`src/tkpd_pkg.sv`:
```
// ----------------------------------------------------------------------------
// tkpd_pkg
// Shared codes, widths and types for the two-key press detector.
// ----------------------------------------------------------------------------
package tkpd_pkg;

  localparam int CFG_IDX_W  = 1;
  localparam int CFG_DATA_W = 16;
  localparam int DIV_W      = 8;
  localparam int HOLD_W     = 16;
  localparam int KEY_W      = 2;
  localparam int EVENT_W    = 3;

  localparam logic [CFG_IDX_W-1:0] REG_SCAN_DIVIDE = 1'd0;
  localparam logic [CFG_IDX_W-1:0] REG_LONG_SCANS  = 1'd1;

  localparam logic [DIV_W-1:0]  RESET_SCAN_DIVIDE = 8'd20;
  localparam logic [HOLD_W-1:0] RESET_LONG_SCANS  = 16'd5;
  localparam logic [HOLD_W-1:0] HOLD_MAX          = 16'hFFFF;

  localparam logic CMD_TICK = 1'b0;
  localparam logic CMD_READ = 1'b1;

  localparam logic PIN_PRESSED = 1'b0;

  localparam logic [KEY_W-1:0] KEY_NONE = 2'd0;
  localparam logic [KEY_W-1:0] KEY_1    = 2'd1;
  localparam logic [KEY_W-1:0] KEY_2    = 2'd2;

  localparam logic [EVENT_W-1:0] EV_NONE     = 3'd0;
  localparam logic [EVENT_W-1:0] EV_K1_SHORT = 3'd1;
  localparam logic [EVENT_W-1:0] EV_K1_LONG  = 3'd2;
  localparam logic [EVENT_W-1:0] EV_K2_SHORT = 3'd3;
  localparam logic [EVENT_W-1:0] EV_K2_LONG  = 3'd4;

  typedef struct packed {
    logic command;
    logic key1_level;
    logic key2_level;
  } in_item_t;

  typedef struct packed {
    logic     fire;
    in_item_t item;
  } core_req_t;

  typedef struct packed {
    logic               valid;
    logic [EVENT_W-1:0] event_code;
  } core_res_t;

endpackage

```
`src/tkpd_ifs.sv`:
```
// ----------------------------------------------------------------------------
// tkpd_ifs
// Request and result channels of the two-key press detector.
// ----------------------------------------------------------------------------
interface tkpd_in_if;
  logic valid;
  logic ready;
  logic command;
  logic key1_level;
  logic key2_level;

  modport source (output valid, output command, output key1_level, output key2_level,
                  input ready);
  modport sink   (input valid, input command, input key1_level, input key2_level,
                  output ready);
endinterface

interface tkpd_out_if;
  logic       valid;
  logic       ready;
  logic [2:0] event_code;

  modport source (output valid, output event_code, input ready);
  modport sink   (input valid, input event_code, output ready);
endinterface

```
`src/tkpd_in_stage.sv`:
```
// ----------------------------------------------------------------------------
// tkpd_in_stage
// Input register: holds one request until the core takes it.
// ----------------------------------------------------------------------------
module tkpd_in_stage (
  input  logic                clk,
  input  logic                rst_n,
  input  logic                req_valid,
  output logic                req_ready,
  input  tkpd_pkg::in_item_t  req_item,
  input  logic                advance,
  output tkpd_pkg::core_req_t core_req
);
  import tkpd_pkg::*;

  logic     valid_r;
  logic     valid_nxt;
  in_item_t item_r;

  assign req_ready = !valid_r || advance;

  always_comb begin
    valid_nxt = valid_r;
    if (req_ready) begin
      valid_nxt = req_valid;
    end
  end

  always_ff @(posedge clk) begin
    if (!rst_n) begin
      valid_r <= 1'b0;
    end else begin
      valid_r <= valid_nxt;
    end
  end

  always_ff @(posedge clk) begin
    if (req_ready && req_valid) begin
      item_r <= req_item;
    end
  end

  assign core_req.fire = valid_r && advance;
  assign core_req.item = item_r;

endmodule

```
`src/tkpd_core.sv`:
```
// ----------------------------------------------------------------------------
// tkpd_core
// Configuration registers, key scan state and event generation.
// ----------------------------------------------------------------------------
module tkpd_core (
  input  logic                              clk,
  input  logic                              rst_n,
  input  logic                              cfg_we,
  input  logic [tkpd_pkg::CFG_IDX_W-1:0]    cfg_index,
  input  logic [tkpd_pkg::CFG_DATA_W-1:0]   cfg_wdata,
  input  tkpd_pkg::core_req_t               core_req,
  output tkpd_pkg::core_res_t               core_res
);
  import tkpd_pkg::*;

  logic [DIV_W-1:0]   scan_divide_r;
  logic [HOLD_W-1:0]  long_scans_r;
  logic [DIV_W-1:0]   prescale_r,  prescale_nxt;
  logic [KEY_W-1:0]   cur_key_r,   cur_key_nxt;
  logic [KEY_W-1:0]   prev_key_r,  prev_key_nxt;
  logic [HOLD_W-1:0]  hold_r,      hold_nxt;
  logic               long_done_r, long_done_nxt;
  logic [EVENT_W-1:0] pending_r,   pending_nxt;
  logic [DIV_W-1:0]   tick_inc;
  logic [HOLD_W-1:0]  hold_inc;
  logic [KEY_W-1:0]   key_now;
  logic [EVENT_W-1:0] long_ev;
  logic [EVENT_W-1:0] short_ev;

  always_ff @(posedge clk) begin
    if (!rst_n) begin
      scan_divide_r <= RESET_SCAN_DIVIDE;
      long_scans_r  <= RESET_LONG_SCANS;
    end else if (cfg_we) begin
      case (cfg_index)
        REG_SCAN_DIVIDE: scan_divide_r <= cfg_wdata[DIV_W-1:0];
        REG_LONG_SCANS:  long_scans_r  <= cfg_wdata[HOLD_W-1:0];
        default:         ;
      endcase
    end
  end

  always_comb begin
    if (core_req.item.key1_level == PIN_PRESSED) begin
      key_now = KEY_1;
    end else if (core_req.item.key2_level == PIN_PRESSED) begin
      key_now = KEY_2;
    end else begin
      key_now = KEY_NONE;
    end
  end

  always_comb begin
    case (key_now)
      KEY_1:   long_ev = EV_K1_LONG;
      KEY_2:   long_ev = EV_K2_LONG;
      default: long_ev = EV_NONE;
    endcase
    case (cur_key_r)
      KEY_1:   short_ev = EV_K1_SHORT;
      KEY_2:   short_ev = EV_K2_SHORT;
      default: short_ev = EV_NONE;
    endcase
  end

  assign tick_inc = prescale_r + 8'd1;
  assign hold_inc = (hold_r == HOLD_MAX) ? hold_r : hold_r + 16'd1;

  always_comb begin
    prescale_nxt  = prescale_r;
    cur_key_nxt   = cur_key_r;
    prev_key_nxt  = prev_key_r;
    hold_nxt      = hold_r;
    long_done_nxt = long_done_r;
    pending_nxt   = pending_r;
    core_res.valid      = core_req.fire;
    core_res.event_code = EV_NONE;
    if (core_req.fire) begin
      if (core_req.item.command == CMD_READ) begin
        core_res.event_code = pending_r;
        pending_nxt         = EV_NONE;
      end else if (tick_inc < scan_divide_r) begin
        prescale_nxt = tick_inc;
      end else begin
        prescale_nxt = '0;
        prev_key_nxt = cur_key_r;
        cur_key_nxt  = key_now;
        if (key_now != KEY_NONE) begin
          hold_nxt = hold_inc;
          if (hold_inc >= long_scans_r && !long_done_r) begin
            long_done_nxt = 1'b1;
            pending_nxt   = long_ev;
          end
        end else begin
          if (cur_key_r != KEY_NONE && !long_done_r) begin
            pending_nxt = short_ev;
          end
          hold_nxt      = '0;
          long_done_nxt = 1'b0;
        end
      end
    end
  end

  always_ff @(posedge clk) begin
    if (!rst_n) begin
      prescale_r  <= '0;
      cur_key_r   <= KEY_NONE;
      prev_key_r  <= KEY_NONE;
      hold_r      <= '0;
      long_done_r <= 1'b0;
      pending_r   <= EV_NONE;
    end else begin
      prescale_r  <= prescale_nxt;
      cur_key_r   <= cur_key_nxt;
      prev_key_r  <= prev_key_nxt;
      hold_r      <= hold_nxt;
      long_done_r <= long_done_nxt;
      pending_r   <= pending_nxt;
    end
  end

endmodule

```
`src/tkpd_out_stage.sv`:
```
// ----------------------------------------------------------------------------
// tkpd_out_stage
// Result register: holds one result until the sink takes it.
// ----------------------------------------------------------------------------
module tkpd_out_stage (
  input  logic                               clk,
  input  logic                               rst_n,
  input  tkpd_pkg::core_res_t                core_res,
  output logic                               advance,
  output logic                               res_valid,
  input  logic                               res_ready,
  output logic [tkpd_pkg::EVENT_W-1:0]       res_event_code
);
  import tkpd_pkg::*;

  logic               valid_r;
  logic               valid_nxt;
  logic [EVENT_W-1:0] code_r;

  assign advance = !valid_r || res_ready;

  always_comb begin
    valid_nxt = valid_r;
    if (advance) begin
      valid_nxt = core_res.valid;
    end
  end

  always_ff @(posedge clk) begin
    if (!rst_n) begin
      valid_r <= 1'b0;
    end else begin
      valid_r <= valid_nxt;
    end
  end

  always_ff @(posedge clk) begin
    if (core_res.valid) begin
      code_r <= core_res.event_code;
    end
  end

  assign res_valid      = valid_r;
  assign res_event_code = code_r;

endmodule

```
`src/two_key_short_long_press_detector_unit.sv`:
```
// ----------------------------------------------------------------------------
// two_key_short_long_press_detector_unit
// Two-key short/long press detector with request and result channels.
// ----------------------------------------------------------------------------
// Each request is a tick carrying both active-low pin levels, or a read that
// returns and clears the pending event; every request gives one result. A
// request passes an input register, one pass of scan and event logic, and a
// result register: one request per cycle is taken while the result side keeps
// up, and its result is loaded into the result register, which holds it until
// the result side takes it. Configuration writes (register 0 scan_divide,
// register 1 long_press_scans) take effect on the next request; the caller must
// make them while no request is in flight, which the block does not enforce.
module two_key_short_long_press_detector_unit (
  input  logic                              clk,
  input  logic                              rst_n,
  tkpd_in_if.sink                           in_ch,
  tkpd_out_if.source                        out_ch,
  input  logic                              cfg_we,
  input  logic [tkpd_pkg::CFG_IDX_W-1:0]    cfg_index,
  input  logic [tkpd_pkg::CFG_DATA_W-1:0]   cfg_wdata
);
  import tkpd_pkg::*;

  in_item_t  in_item;
  core_req_t core_req;
  core_res_t core_res;
  logic      advance;

  assign in_item.command    = in_ch.command;
  assign in_item.key1_level = in_ch.key1_level;
  assign in_item.key2_level = in_ch.key2_level;

  tkpd_in_stage u_in_stage (
    .clk       (clk),
    .rst_n     (rst_n),
    .req_valid (in_ch.valid),
    .req_ready (in_ch.ready),
    .req_item  (in_item),
    .advance   (advance),
    .core_req  (core_req)
  );

  tkpd_core u_core (
    .clk       (clk),
    .rst_n     (rst_n),
    .cfg_we    (cfg_we),
    .cfg_index (cfg_index),
    .cfg_wdata (cfg_wdata),
    .core_req  (core_req),
    .core_res  (core_res)
  );

  tkpd_out_stage u_out_stage (
    .clk            (clk),
    .rst_n          (rst_n),
    .core_res       (core_res),
    .advance        (advance),
    .res_valid      (out_ch.valid),
    .res_ready      (out_ch.ready),
    .res_event_code (out_ch.event_code)
  );

endmodule

```
`src/flat_wrapper.sv`:
```
// flat-port wrapper written by rule: the top's interface ports become plain ports
module two_key_short_long_press_detector_unit_flat import tkpd_pkg::*;
  (clk, rst_n, cfg_we, cfg_index, cfg_wdata, in_ch_valid, in_ch_command, in_ch_key1_level, in_ch_key2_level, in_ch_ready, out_ch_valid, out_ch_event_code, out_ch_ready);
  tkpd_in_if in_ch_i ();
  tkpd_out_if out_ch_i ();
  input  logic clk;
  input  logic rst_n;
  input  logic cfg_we;
  input  logic [tkpd_pkg::CFG_IDX_W-1:0] cfg_index;
  input  logic [tkpd_pkg::CFG_DATA_W-1:0] cfg_wdata;
  input wire logic [$bits(in_ch_i.valid)-1:0] in_ch_valid;
  input wire logic [$bits(in_ch_i.command)-1:0] in_ch_command;
  input wire logic [$bits(in_ch_i.key1_level)-1:0] in_ch_key1_level;
  input wire logic [$bits(in_ch_i.key2_level)-1:0] in_ch_key2_level;
  output wire logic [$bits(in_ch_i.ready)-1:0] in_ch_ready;
  output wire logic [$bits(out_ch_i.valid)-1:0] out_ch_valid;
  output wire logic [$bits(out_ch_i.event_code)-1:0] out_ch_event_code;
  input wire logic [$bits(out_ch_i.ready)-1:0] out_ch_ready;
  assign in_ch_i.valid = in_ch_valid;
  assign in_ch_i.command = in_ch_command;
  assign in_ch_i.key1_level = in_ch_key1_level;
  assign in_ch_i.key2_level = in_ch_key2_level;
  assign in_ch_ready = in_ch_i.ready;
  assign out_ch_valid = out_ch_i.valid;
  assign out_ch_event_code = out_ch_i.event_code;
  assign out_ch_i.ready = out_ch_ready;
  two_key_short_long_press_detector_unit u_core (.clk(clk), .rst_n(rst_n), .in_ch(in_ch_i), .out_ch(out_ch_i), .cfg_we(cfg_we), .cfg_index(cfg_index), .cfg_wdata(cfg_wdata));
endmodule
```
`config.mk`:
```
export PLATFORM = sky130hd
export DESIGN_NAME = two_key_short_long_press_detector_unit_flat
export DESIGN_NICKNAME = d
export VERILOG_FILES = /design/src/tkpd_pkg.sv /design/src/tkpd_ifs.sv /design/src/tkpd_in_stage.sv /design/src/tkpd_core.sv /design/src/tkpd_out_stage.sv /design/src/two_key_short_long_press_detector_unit.sv /design/src/flat_wrapper.sv
export SDC_FILE = /design/constraint.sdc
export NUM_CORES = 1
export LEC_CHECK = 0
export ABC_AREA = 1
export ABC_CLOCK_PERIOD_IN_PS = 4040
export BUFFER_PORTS_ARGS = -buffer_cell sky130_fd_sc_hd__buf_4
export CORE_ASPECT_RATIO = 0.9
export CORE_MARGIN = 5
export CORE_UTILIZATION = 37
export DETAILED_ROUTE_END_ITERATION = 16
export HOLD_SLACK_MARGIN = 0.08
export PLACE_DENSITY = 0.59
export SYNTH_ARGS = -nofsm -noshare
export SYNTH_HDL_FRONTEND = slang
export SYNTH_SLANG_ARGS = --single-unit
```
`constraint.sdc`:
```
create_clock -name clk -period 4.04 [get_ports clk]
set_input_delay 0.202 -clock clk [delete_from_list [all_inputs] [get_ports clk]]
set_output_delay 0.202 -clock clk [all_outputs]
set_load 0.005 [all_outputs]
```
==> results.ini <==
[status]
outcome = completed

[sta]
worst_slew_pin_slew_ps = 811
drv_slew = 0
fmax_mhz = 326
hold_violations = 0
fin_tns_setup_ps = 0
fin_skew_ps = 6.11
rsz0062_at_grt = false
fin_crit_sh = 0.759
min_period_ps = 3070
finalSetupViolCount = 0
fin_ws_ps = 972
slew_headroom = 0.458

[grt]
grt_start_max_net_pins = 31
grt_use_total = 0.144
overflow = 0
grt_pass1_vias = 2793
grt_pass1_wl_microns = 12700
antenna_found_initial = 0

[routing]
vias = 2829
wirelength_microns = 7290
drt_pre_antenna_iters = 4
vias_per_cell = 4.70
drcViolationCount = 0
avgRoutedWirePerCell_microns = 12.1
ant_nets = 0
drt_iter0_drc = 117

[clock_network]
root_buffer = clkbuf_8
clock_path_buffers = 2
clock-sinks = 62
clkTransAtPathRegs_ps = 70
cts_tree = done
numCtsBuffers = 9
h-tree-depth = 3
clk_latency_ps = 330

[placed_design]
routabilityCongestion = 0.838
dp.cells = 582
numPortBuffers = 29
dpl-instance-area_sq_um = 3690
place_ws_ps = 1070
dp_hpwl_microns = 5570

[die]
die_w_microns = 110
core_region_area_sq_um = 8960
row_count = 33
io_pins = 30
die_h_microns = 100
fp.dieArea_sq_um = 11100
start_util = 0.374

[setup_path]
path_buf_inv = 2
path_delay_family = simple AND/OR/NAND/NOR gates
slowest_delay_ps = 400
endpoint_kind = flip-flop
crit_required_ps = 4300
worstPathCellList = ha_1, nand2_1, inv_1, nand3_2, nor2_4, nand4_1, nand2_1, xor2_1, inv_1, ha_1, a21oi_1, nand2_1, nor2_1, nand2_1, nand2_1, nand3_1, nand3_1, nand2_1, nand2_1, nand2_1, a21oi_1
crit_fanout = 4
path_common_cell = nand2_1
cp.arrival_ps = 3330
crit_type = reg -> reg
crit_path_top_delay_cell = dfxtp_1
critPathLaunchType = flip-flop

[pwr]
clkPwrFrac = 0.436
seqPwrFrac = 0.480
p_switching_mw = 0.322
p_int_mw = 1.03
power_density_nw_per_um2 = 344
p_comb_frac = 0.084
p_leak_nw = 1.82
ir_drop_v = 0.000201
switching_share = 0.238

[synth]
ys_seq_elements = 62
synth_edf_count = 6
synthTopCellsByCount = nand2_1, inv_1, dfxtp_1
syn_avg_cell_area_sq_um = 7.63
synthesis.area_sq_um = 3350
synth_top_cell_by_area = dfxtp_1
synth-main-ff-cell = dfxtp_1
yosys_warnings = 0
synth_seq_area_share = 0.388
synth_fp_nets = 491
syn_inst = 439
synth_area_leaders = dfxtp_1, ha_1, nand2_1, inv_1, a21oi_1
synth.distinct_cells = 37
synthArstFlopShare = 0
synth_top_area_frac = 0.335
synthMostInstantiatedCell = nand2_1

[finish]
stdcell_count = 602
final_cell_area_sq_um = 3940
fin_nets = 527
synthToLayoutAreaGrowth_pct = 17.7
antennaDiodeCount = 0
fin_util = 0.440
drive_gt1_frac = 0.135

[job]
cap_viol_max_count = 0

[min_path]
hp-class = in -> reg

cells in the final DEF, fill, tap and decap left out, drive strengths merged, types with 2 or more instances in the layout:
cell and instances:
nor3 2, clkbuf 9, dfxtp 56, nand2 87, o22ai 2, or2 3, nand4 7, a21oi 47
xnor2 4, nand3b 3, dlygate4sd3 4, clkinv 6, nor2 33, o211ai 3, a22o 5, edfxtp 6
nand3 17, buf 29, ha 27, o21a 3, o21ai 33, inv 74, xor2 12, bufinv 2
logic make-up after synthesis:
kind of cell | count (synthesis) | synth area share
DFF | 62 | 0.388
AOI/OAI and AO/OA | 97 | 0.159
adders and majority gates | 27 | 0.101
xor gates and xnor gates | 16 | 0.0441
buffers and inverters | 84 | 0.0945
and+or+nand+nor | 153 | 0.213
final cells by class:
cell class	count	area [sq um]
well taps	122	153
clock buffers	9	124
multi-input cells	293	1730
fillers	901	5020
inverters	76	285
clock inverters	7	88.8
repair buffers	33	258
flip-flops and latches	62	1300
worst paths after layout:
kind / startpoint / end / slack (ps) / cells past startpoint
worst min register to register: u_core.u_core.long_scans_r[8] / u_core.u_core.long_scans_r[8] / 460 / 2
worst max register to register: u_core.u_core.hold_r[0] / u_core.u_core.pending_r[2] / 970 / 21
worst max-delay path: u_core.u_core.hold_r[0] / u_core.u_core.pending_r[2] / 970 / 21
worst min-delay path: cfg_wdata[2] / u_core.u_core.scan_divide_r[2] / 100 / 3
tightest hold or removal path, cell delays in order:
cell and delay [ps]:
buf_4 90, nand2_1 50, o211ai_1 60
what timing repair did:
item	in CTS	in global routing
setup endpoints to repair	0	0
resized for setup	0	0
endpoints found under the hold margin	4	0
setup buffers	0	0
hold buffers	4	0
metrics by stage:
stage / hold WS, ps / total power, mW
2_1_floorplan: 301 / 0.734
3_3_place_gp: 381 / 0.774
3_5_place_dp: 383 / 0.776
4_1_cts: 95.3 / 1.37
5_1_grt: 93.7 / 1.42
6_report: 104 / 1.36
registers in the layout (all words and copies together) (netlist names):
| name | flops |
|---|---|
| u_core.u_core.hold_r | 16 |
| u_core.u_core.long_scans_r | 16 |
| u_core.u_core.prescale_r | 8 |
| u_core.u_core.scan_divide_r | 8 |
| u_core.u_core.pending_r | 3 |
| u_core.u_in_stage.core_req | 3 |
| u_core.u_out_stage.res_event_code | 3 |
| u_core.u_core.cur_key_r | 2 |
| u_core.u_core.long_done_r | 1 |
| u_core.u_in_stage.valid_r | 1 |
| u_core.u_out_stage.res_valid | 1 |
power by group through the flow:
stage / Clock, mW / Sequential [mW] / Combinational (mW)
2_1_floorplan: 0 / 0.663 / 0.0714
3_3_place_gp: 0 / 0.664 / 0.110
3_5_place_dp: 0 / 0.665 / 0.112
4_1_cts: 0.608 / 0.650 / 0.116
5_1_grt: 0.636 / 0.652 / 0.133
6_report: 0.591 / 0.651 / 0.114
routing by layer:
layer | vias up | share of wire | GRT usage
met5 | - | 0 | 0
met1 | 1279 | 0.53 | 0.208
li1 | 1501 | - | -
met2 | 41 | 0.42 | 0.213
met4 | 0 | 0.014 | 0.0455
met3 | 8 | 0.030 | 0.0328
No activity file was read; power rests on OpenSTA's default activity.
